File: config.mk
export PLATFORM = sky130hd
export DESIGN_NAME = pointer_gesture_classifier
export DESIGN_NICKNAME = d
export VERILOG_FILES = /design/src/rtl/pgc_pkg.sv /design/src/rtl/pointer_gesture_classifier.sv
export SDC_FILE = /design/constraint.sdc
export NUM_CORES = 1
export LEC_CHECK = 0
export BUFFER_PORTS_ARGS = -buffer_cell sky130_fd_sc_hd__buf_2
export CAP_MARGIN = 20
export CORE_UTILIZATION = 52
export DETAILED_ROUTE_END_ITERATION = 10
export PLACE_DENSITY_LB_ADDON = 0.2
export SYNTH_ARGS = -nofsm -noshare
export SYNTH_HDL_FRONTEND = slang
export SYNTH_SLANG_ARGS = --single-unit
File: constraint.sdc
create_clock -name clk_i -period 15.05 [get_ports clk_i]
set_input_delay 0.7525 -clock clk_i [delete_from_list [all_inputs] [get_ports clk_i]]
set_output_delay 0.7525 -clock clk_i [all_outputs]
set_load 0.005 [all_outputs]
File: src/rtl/pgc_pkg.sv
// Package for the pointer gesture classifier.
// Holds widths and codes shared by the top level and its checker, and the top level's result record.
// Depends on nothing.
package pgc_pkg;

  localparam int CoordBits  = 16;
  localparam int TickBits   = 16;
  localparam int RadiusBits = 10;
  localparam int TicksBits  = 16;
  localparam int CfgBits    = 16;
  localparam int CfgIdxBits = 1;

  // Offsets beyond this magnitude are never close to the anchor.
  localparam int FarLimit   = 1023;
  localparam int MagBits    = 10;
  localparam int SqBits     = 2 * MagBits;

  localparam int FifoDepth  = 4;
  localparam int FifoAw     = $clog2(FifoDepth);

  localparam logic [CfgIdxBits-1:0] CfgClickRadius   = 1'b0;
  localparam logic [CfgIdxBits-1:0] CfgLongPressTick = 1'b1;

  typedef enum logic [1:0] {
    CmdDown   = 2'd0,
    CmdUp     = 2'd1,
    CmdMotion = 2'd2,
    CmdTick   = 2'd3
  } cmd_e;

  typedef enum logic [2:0] {
    GClick      = 3'd0,
    GLongBegin  = 3'd1,
    GLongMotion = 3'd2,
    GLongEnd    = 3'd3,
    GDragBegin  = 3'd4,
    GDragMotion = 3'd5,
    GDragEnd    = 3'd6
  } gesture_e;

  typedef struct packed {
    gesture_e                    gesture;
    logic signed [CoordBits-1:0] out_x;
    logic signed [CoordBits-1:0] out_y;
    logic signed [CoordBits:0]   offset_x;
    logic signed [CoordBits:0]   offset_y;
    logic                        last;
  } result_t;

endpackage

File: src/rtl/pointer_gesture_classifier.sv
// Pointer gesture classifier: input register, combinational classification and a result queue.
// Depends on pgc_pkg for widths, command and gesture codes and the result record.
//
// Flow: an accepted beat is classified from the input register once the queue has room, its
// results are written to the queue, and the queue head then holds the first of them.
// Throughput: one input beat per cycle while each event gives at most one result and the
// output drains; a release that gives two results needs two output transfers, as the
// single output port and the four-entry result queue pace the block.
// Reset: rst_ni clears the gesture state, the queue and the input stage at once and sets
// click_radius to 10 and long_press_ticks to 500.
module pointer_gesture_classifier (
  input  logic                                 clk_i,
  input  logic                                 rst_ni,
  // Configuration write port.
  input  logic                                 cfg_we_i,
  input  logic [pgc_pkg::CfgIdxBits-1:0]       cfg_idx_i,
  input  logic [pgc_pkg::CfgBits-1:0]          cfg_data_i,
  // Input event channel.
  input  logic                                 in_valid_i,
  output logic                                 in_ready_o,
  input  logic [1:0]                           cmd_i,
  input  logic signed [pgc_pkg::CoordBits-1:0] pos_x_i,
  input  logic signed [pgc_pkg::CoordBits-1:0] pos_y_i,
  input  logic                                 consumed_i,
  input  logic                                 left_held_i,
  input  logic                                 is_left_button_i,
  // Gesture result channel.
  output logic                                 out_valid_o,
  input  logic                                 out_ready_i,
  output logic [2:0]                           gesture_o,
  output logic signed [pgc_pkg::CoordBits-1:0] out_x_o,
  output logic signed [pgc_pkg::CoordBits-1:0] out_y_o,
  output logic signed [pgc_pkg::CoordBits:0]   offset_x_o,
  output logic signed [pgc_pkg::CoordBits:0]   offset_y_o,
  output logic                                 last_o
);

  localparam int C = pgc_pkg::CoordBits;

  // ---------------------------------------------------------------------------
  // Configuration. The click radius is kept squared, so the closeness test
  // needs no multiplier on the radius side.
  // ---------------------------------------------------------------------------
  logic [pgc_pkg::SqBits-1:0]    radius_sq_q;
  logic [pgc_pkg::TicksBits-1:0] long_ticks_q;
  logic [pgc_pkg::SqBits-1:0]    cfg_radius;

  assign cfg_radius = pgc_pkg::SqBits'(cfg_data_i[pgc_pkg::RadiusBits-1:0]);

  always_ff @(posedge clk_i or negedge rst_ni) begin
    if (!rst_ni) begin
      radius_sq_q  <= pgc_pkg::SqBits'(100);
      long_ticks_q <= pgc_pkg::TicksBits'(500);
    end else if (cfg_we_i) begin
      unique case (cfg_idx_i)
        pgc_pkg::CfgClickRadius: begin
          radius_sq_q <= pgc_pkg::SqBits'(cfg_radius * cfg_radius);
        end
        pgc_pkg::CfgLongPressTick: begin
          long_ticks_q <= cfg_data_i[pgc_pkg::TicksBits-1:0];
        end
        default: begin
        end
      endcase
    end
  end

  // ---------------------------------------------------------------------------
  // Input register. It refills in the same cycle that its beat is classified.
  // ---------------------------------------------------------------------------
  logic                  in_valid_q;
  logic [1:0]            cmd_q;
  logic signed [C-1:0]   pos_x_q;
  logic signed [C-1:0]   pos_y_q;
  logic                  consumed_q;
  logic                  left_held_q;
  logic                  is_left_q;

  logic                  space_ok;
  logic                  fire;

  assign fire       = in_valid_q && space_ok;
  assign in_ready_o = !in_valid_q || fire;

  always_ff @(posedge clk_i or negedge rst_ni) begin
    if (!rst_ni) begin
      in_valid_q <= 1'b0;
    end else if (in_ready_o) begin
      in_valid_q <= in_valid_i;
    end
  end

  always_ff @(posedge clk_i) begin
    if (in_ready_o && in_valid_i) begin
      cmd_q       <= cmd_i;
      pos_x_q     <= pos_x_i;
      pos_y_q     <= pos_y_i;
      consumed_q  <= consumed_i;
      left_held_q <= left_held_i;
      is_left_q   <= is_left_button_i;
    end
  end

  // ---------------------------------------------------------------------------
  // Gesture state.
  // ---------------------------------------------------------------------------
  logic signed [C-1:0]            anchor_x_q, anchor_x_d;
  logic signed [C-1:0]            anchor_y_q, anchor_y_d;
  logic                           anchor_valid_q, anchor_valid_d;
  logic [pgc_pkg::TickBits-1:0]   elapsed_q, elapsed_d;
  logic                           long_active_q, long_active_d;
  logic                           drag_active_q, drag_active_d;

  always_ff @(posedge clk_i or negedge rst_ni) begin
    if (!rst_ni) begin
      anchor_x_q     <= '0;
      anchor_y_q     <= '0;
      anchor_valid_q <= 1'b0;
      elapsed_q      <= '0;
      long_active_q  <= 1'b0;
      drag_active_q  <= 1'b0;
    end else if (fire) begin
      anchor_x_q     <= anchor_x_d;
      anchor_y_q     <= anchor_y_d;
      anchor_valid_q <= anchor_valid_d;
      elapsed_q      <= elapsed_d;
      long_active_q  <= long_active_d;
      drag_active_q  <= drag_active_d;
    end
  end

  // ---------------------------------------------------------------------------
  // Closeness test: the offset from the anchor is checked against the far
  // limit first, so the squares only ever see ten-bit magnitudes.
  // ---------------------------------------------------------------------------
  logic signed [C:0]              dx, dy;
  logic [C:0]                     mag_x, mag_y;
  logic                           far;
  logic [pgc_pkg::SqBits-1:0]     sq_x, sq_y;
  logic [pgc_pkg::SqBits:0]       dist_sq;
  logic                           close;

  assign dx    = (C+1)'(pos_x_q) - (C+1)'(anchor_x_q);
  assign dy    = (C+1)'(pos_y_q) - (C+1)'(anchor_y_q);
  assign mag_x = dx[C] ? (C+1)'(-dx) : (C+1)'(dx);
  assign mag_y = dy[C] ? (C+1)'(-dy) : (C+1)'(dy);
  assign far   = (32'(mag_x) > 32'(pgc_pkg::FarLimit)) ||
                 (32'(mag_y) > 32'(pgc_pkg::FarLimit));

  assign sq_x    = pgc_pkg::SqBits'(pgc_pkg::MagBits'(mag_x)) *
                   pgc_pkg::SqBits'(pgc_pkg::MagBits'(mag_x));
  assign sq_y    = pgc_pkg::SqBits'(pgc_pkg::MagBits'(mag_y)) *
                   pgc_pkg::SqBits'(pgc_pkg::MagBits'(mag_y));
  assign dist_sq = (pgc_pkg::SqBits+1)'(sq_x) + (pgc_pkg::SqBits+1)'(sq_y);
  assign close   = anchor_valid_q && !far &&
                   (dist_sq < (pgc_pkg::SqBits+1)'(radius_sq_q));

  // Elapsed ticks after a tick, held at all ones once it gets there.
  logic [pgc_pkg::TickBits-1:0] elapsed_inc;
  logic                         ticks_short;
  logic                         ticks_over;

  assign elapsed_inc = (elapsed_q == '1) ? elapsed_q : elapsed_q + 1'b1;
  assign ticks_short = 32'(elapsed_q) < 32'(long_ticks_q);
  assign ticks_over  = 32'(elapsed_inc) > 32'(long_ticks_q);

  // ---------------------------------------------------------------------------
  // Classification. An event gives up to two results: a click, then the end of
  // a long press or a drag.
  // ---------------------------------------------------------------------------
  pgc_pkg::result_t res0, res1;
  logic [1:0]       n_res;

  function automatic pgc_pkg::result_t make_res(pgc_pkg::gesture_e g,
                                                logic signed [C-1:0] x,
                                                logic signed [C-1:0] y,
                                                logic signed [C:0] ox,
                                                logic signed [C:0] oy);
    pgc_pkg::result_t r;
    r.gesture  = g;
    r.out_x    = x;
    r.out_y    = y;
    r.offset_x = ox;
    r.offset_y = oy;
    r.last     = 1'b1;
    return r;
  endfunction

  always_comb begin
    anchor_x_d     = anchor_x_q;
    anchor_y_d     = anchor_y_q;
    anchor_valid_d = anchor_valid_q;
    elapsed_d      = elapsed_q;
    long_active_d  = long_active_q;
    drag_active_d  = drag_active_q;
    res0  = make_res(pgc_pkg::GClick, pos_x_q, pos_y_q, '0, '0);
    res1  = res0;
    n_res = 2'd0;

    unique case (pgc_pkg::cmd_e'(cmd_q))
      pgc_pkg::CmdDown: begin
        // Any button press that is not consumed restarts the anchor.
        if (!consumed_q) begin
          anchor_x_d     = pos_x_q;
          anchor_y_d     = pos_y_q;
          anchor_valid_d = 1'b1;
          elapsed_d      = '0;
        end
      end
      pgc_pkg::CmdUp: begin
        if (is_left_q) begin
          if (!consumed_q) begin
            if (close && ticks_short) begin
              res0  = make_res(pgc_pkg::GClick, pos_x_q, pos_y_q, '0, '0);
              n_res = 2'd1;
              if (long_active_q || drag_active_q) begin
                res0.last = 1'b0;
                res1  = make_res(long_active_q ? pgc_pkg::GLongEnd : pgc_pkg::GDragEnd,
                                 pos_x_q, pos_y_q, '0, '0);
                n_res = 2'd2;
              end
            end else if (long_active_q || drag_active_q) begin
              res0  = make_res(long_active_q ? pgc_pkg::GLongEnd : pgc_pkg::GDragEnd,
                               pos_x_q, pos_y_q, '0, '0);
              n_res = 2'd1;
            end
          end
          long_active_d  = 1'b0;
          drag_active_d  = 1'b0;
          anchor_valid_d = 1'b0;
        end
      end
      pgc_pkg::CmdMotion: begin
        if (!consumed_q && left_held_q) begin
          if (long_active_q) begin
            res0  = make_res(pgc_pkg::GLongMotion, pos_x_q, pos_y_q, '0, '0);
            n_res = 2'd1;
          end else if (anchor_valid_q && !close && !drag_active_q) begin
            res0          = make_res(pgc_pkg::GDragBegin, pos_x_q, pos_y_q, dx, dy);
            n_res         = 2'd1;
            drag_active_d = 1'b1;
          end else if (drag_active_q) begin
            res0  = make_res(pgc_pkg::GDragMotion, pos_x_q, pos_y_q, '0, '0);
            n_res = 2'd1;
          end
        end
      end
      pgc_pkg::CmdTick: begin
        elapsed_d = elapsed_inc;
        if (left_held_q && !long_active_q && !drag_active_q && ticks_over) begin
          res0          = make_res(pgc_pkg::GLongBegin, pos_x_q, pos_y_q, '0, '0);
          n_res         = 2'd1;
          long_active_d = 1'b1;
        end
      end
      default: begin
      end
    endcase
  end

  // ---------------------------------------------------------------------------
  // Result queue. Classification needs room for two results before it fires,
  // so the input register only waits while three or more results are queued.
  // ---------------------------------------------------------------------------
  pgc_pkg::result_t                 fifo_q [pgc_pkg::FifoDepth];
  logic [pgc_pkg::FifoAw-1:0]       wr_ptr_q, rd_ptr_q;
  logic [pgc_pkg::FifoAw:0]         count_q;
  logic [1:0]                       n_push;
  logic                             pop;
  pgc_pkg::result_t                 head;

  assign space_ok = count_q <= (pgc_pkg::FifoAw+1)'(pgc_pkg::FifoDepth - 2);
  assign n_push   = fire ? n_res : 2'd0;
  assign pop      = out_valid_o && out_ready_i;

  always_ff @(posedge clk_i or negedge rst_ni) begin
    if (!rst_ni) begin
      wr_ptr_q <= '0;
      rd_ptr_q <= '0;
      count_q  <= '0;
    end else begin
      wr_ptr_q <= wr_ptr_q + pgc_pkg::FifoAw'(n_push);
      rd_ptr_q <= rd_ptr_q + pgc_pkg::FifoAw'(pop);
      count_q  <= count_q + (pgc_pkg::FifoAw+1)'(n_push) - (pgc_pkg::FifoAw+1)'(pop);
    end
  end

  always_ff @(posedge clk_i) begin
    if (n_push != 2'd0) begin
      fifo_q[wr_ptr_q] <= res0;
    end
    if (n_push == 2'd2) begin
      fifo_q[wr_ptr_q + pgc_pkg::FifoAw'(1)] <= res1;
    end
  end

  assign head        = fifo_q[rd_ptr_q];
  assign out_valid_o = count_q != '0;
  assign gesture_o   = head.gesture;
  assign out_x_o     = head.out_x;
  assign out_y_o     = head.out_y;
  assign offset_x_o  = head.offset_x;
  assign offset_y_o  = head.offset_y;
  assign last_o      = head.last;

endmodule

==> out/results.ini <==
[run_status]
status = complete, no violations

[die]
die_area_sq_mm = 0.05752
start_util_pct = 52.98
die_h_microns = 239.8
ios = 131
die_x_microns = 239.8
coreArea_sq_mm = 0.05552
num_rows = 86

[clock_tree]
cts-buffers-inserted = 45
post_cts_buffers = 0
cts_tree = done
path_clk_slew_ns = 0.06
cts-htree-levels = 2
post_cts_resized = 0
root_buffer = clkbuf_16
hold_buffers = 0
clk_latency_ns = 0.57
cts_buffer_depth = 3
clock-sinks = 411

[sta]
drv_slew = 0
period_needed_ns = 14.04
final_hold_viol_count = 0
tns_ns = 0
finalSetupViolations = 0
rsz0062_at_grt = false
max_freq_ghz = 0.07123
relSlewSlack_pct = 28.59
tightest_slew_ns = 1.066
hold-worst-slack_ns = 0.09368
finClkSkew_ns = 0.01996
period_share_pct = 93.28

[critical_path]
slowest_stage = xor2_1
end_kind = flop
reg2reg_depth = 51
r2r-end = fifo_q[0][48]
crit_top_cell = fa_1
critPathMaxFanout = 64
r2r_setup_slack_ns = 1.01
r2r-start = pos_y_q[0]
max_stage_delay_ns = 0.82
start_kind = flop
cp.required_ns = 15.48
cp.arrival_ns = 14.47
worstSetupPathType = flop to flop

[placed_design]
port-buffer-count = 130
dpl.hpwl_mm = 50.35
routabilityCongestion = 0.9337
place_inst = 3565

[synth]
synth-seq-area-share_pct = 35.63
synthesis.nets = 3241
avgSynthCellArea_sq_um = 10.58
async_reset_ff_share_pct = 22.87
synth-edff-count = 177
synthDominantCellAreaShare_pct = 18.07
netlist_instances = 2779
synthDistinctLibCells = 86
yosys.area.top_type = edfxtp_1
synthFlopType = edfxtp_1
ys_warn_count = 0
synth-seq-cells = 411
syn-cell-area_sq_mm = 0.02941
yosys-top-cells-area = edfxtp_1 (18%), fa_1 (12%), dfxtp_1 (9.5%)

[route]
ant_nets = 0
routedWlPerCell_microns = 18.71
wirelength_mm = 68.27
via_per_inst = 5.649
firstDrtPassIters = 7
route.detailed.drc = 0
drt_iter0_markers = 1220
vias = 20610

[worst_hold_path]
hold_class = input pin to async pin

[final_layout]
area_growth_pct = 10.12
diodes = 0
fill_cells = 4744
final_common_cell = inv_1
layout-drive-gt1-share_pct = 14.31
final_cell_mix = inv_1 (331), nor2_1 (275), ha_1 (222)
final-instance-count-excl-fill = 3649
layout.nets = 3327
fin_util_pct = 58.34

[global_routing]
grt-ovfl-total = 0
grtUsageTotal_pct = 24.75
grt_max_degree = 72
grt_pass1_vias = 21320
grt_antenna_before_repair = 0
grt_pass1_wl_mm = 112.8

[run]
cap_violations = 0

[cell type report]
cell class,count,area (sq um),area share (%)
clock buffers,61,1310,4.045
clock inverters,22,259.0,0.7996
inverters,333,1250,3.859
multi-input cells,1909,17220,53.16
flip-flops and latches,411,10490,32.38
well taps,748,935.9,2.889
repair buffers,165,928.4,2.866
[registers in the layout, summed over array words and instances, names as in the netlist, 3 cells and up]
| name | cells |
|---|---|
| fifo_q | 280 |
| radius_sq_q | 19 |
| anchor_x_q | 16 |
| anchor_y_q | 16 |
| elapsed_q | 16 |
| long_ticks_q | 16 |
| pos_x_q | 16 |
| pos_y_q | 16 |
| count_q | 3 |
[stage by stage]
step	cell area, sq um	setup WS (ns)
after CTS	32370	1.022
after global routing	32390	0.02288
final	32390	1.011
after detailed placement	30800	1.214
after global placement	30800	1.523
after floorplan	29410	2.207
[cell families after synthesis]
group / count (synthesis) / share of synthesized area, %
AOI/OAI and AO/OA: 340 / 7.682
and+or+nand+nor: 812 / 13.88
xor gates and xnor gates: 94 / 2.799
buffers and inverters: 459 / 6.206
muxes: 260 / 12.04
adders and majority gates: 403 / 21.76
DFF: 411 / 35.63
[per-layer routing]
| layer | vias to the layer above | track usage [%] | part of all wire [%] |
|---|---|---|---|
| li1 | 9748 | - | - |
| met1 | 10310 | 34.32 | 46 |
| met2 | 458 | 41.34 | 48 |
| met3 | 98 | 2.996 | 4.6 |
| met4 | 0 | 5.964 | 2.0 |
| met5 | - | 0 | 0 |
[critical path: cells and delay by family (launching register included)]
family | cells | cell delay (ns)
adders and majority gates | 12 | 4.58
buffers and inverters | 10 | 1.81
DFF | 1 | 0.37
xor gates and xnor gates | 2 | 0.92
and+or+nand+nor | 11 | 2.48
AOI/OAI and AO/OA | 16 | 3.65
[Yosys cell counts, types with 17 or more instances]
library cell	instances
fa_1	181
a21o_1	20
or2_2	23
inv_1	331
edfxtp_1	177
nor3_1	64
a211oi_1	21
nor2b_1	17
clkbuf_1	71
xnor2_1	60
ha_1	222
xor2_1	34
nand2b_1	35
mux4_2	70
buf_2	36
mux2i_1	142
mux2_2	47
and3_1	75
a21oi_1	74
dfxtp_1	140
nor2_1	277
dfrtp_1	85
nand2_1	117
a31oi_1	19
o21ai_0	74
nand3_1	35
and2_1	98
[how the worst max path moves through the flow]
stage	startpoint	to	slack (ns)	depth (start not counted)
finish	pos_y_q[0]	fifo_q[0][48]	1.01	51
global route	pos_y_q[3]	fifo_q[0][48]	0.02	49
CTS	pos_y_q[0]	fifo_q[0][48]	1.02	51
detailed placement	pos_y_q[3]	fifo_q[0][44]	1.21	48
global placement	pos_y_q[1]	fifo_q[0][42]	1.52	47
floorplan	pos_x_q[0]	fifo_q[1][35]	2.21	50
Power is left out: the tool's default activity adds up to more than one toggle a clock period on the data nets, which glitch-free logic cannot reach.
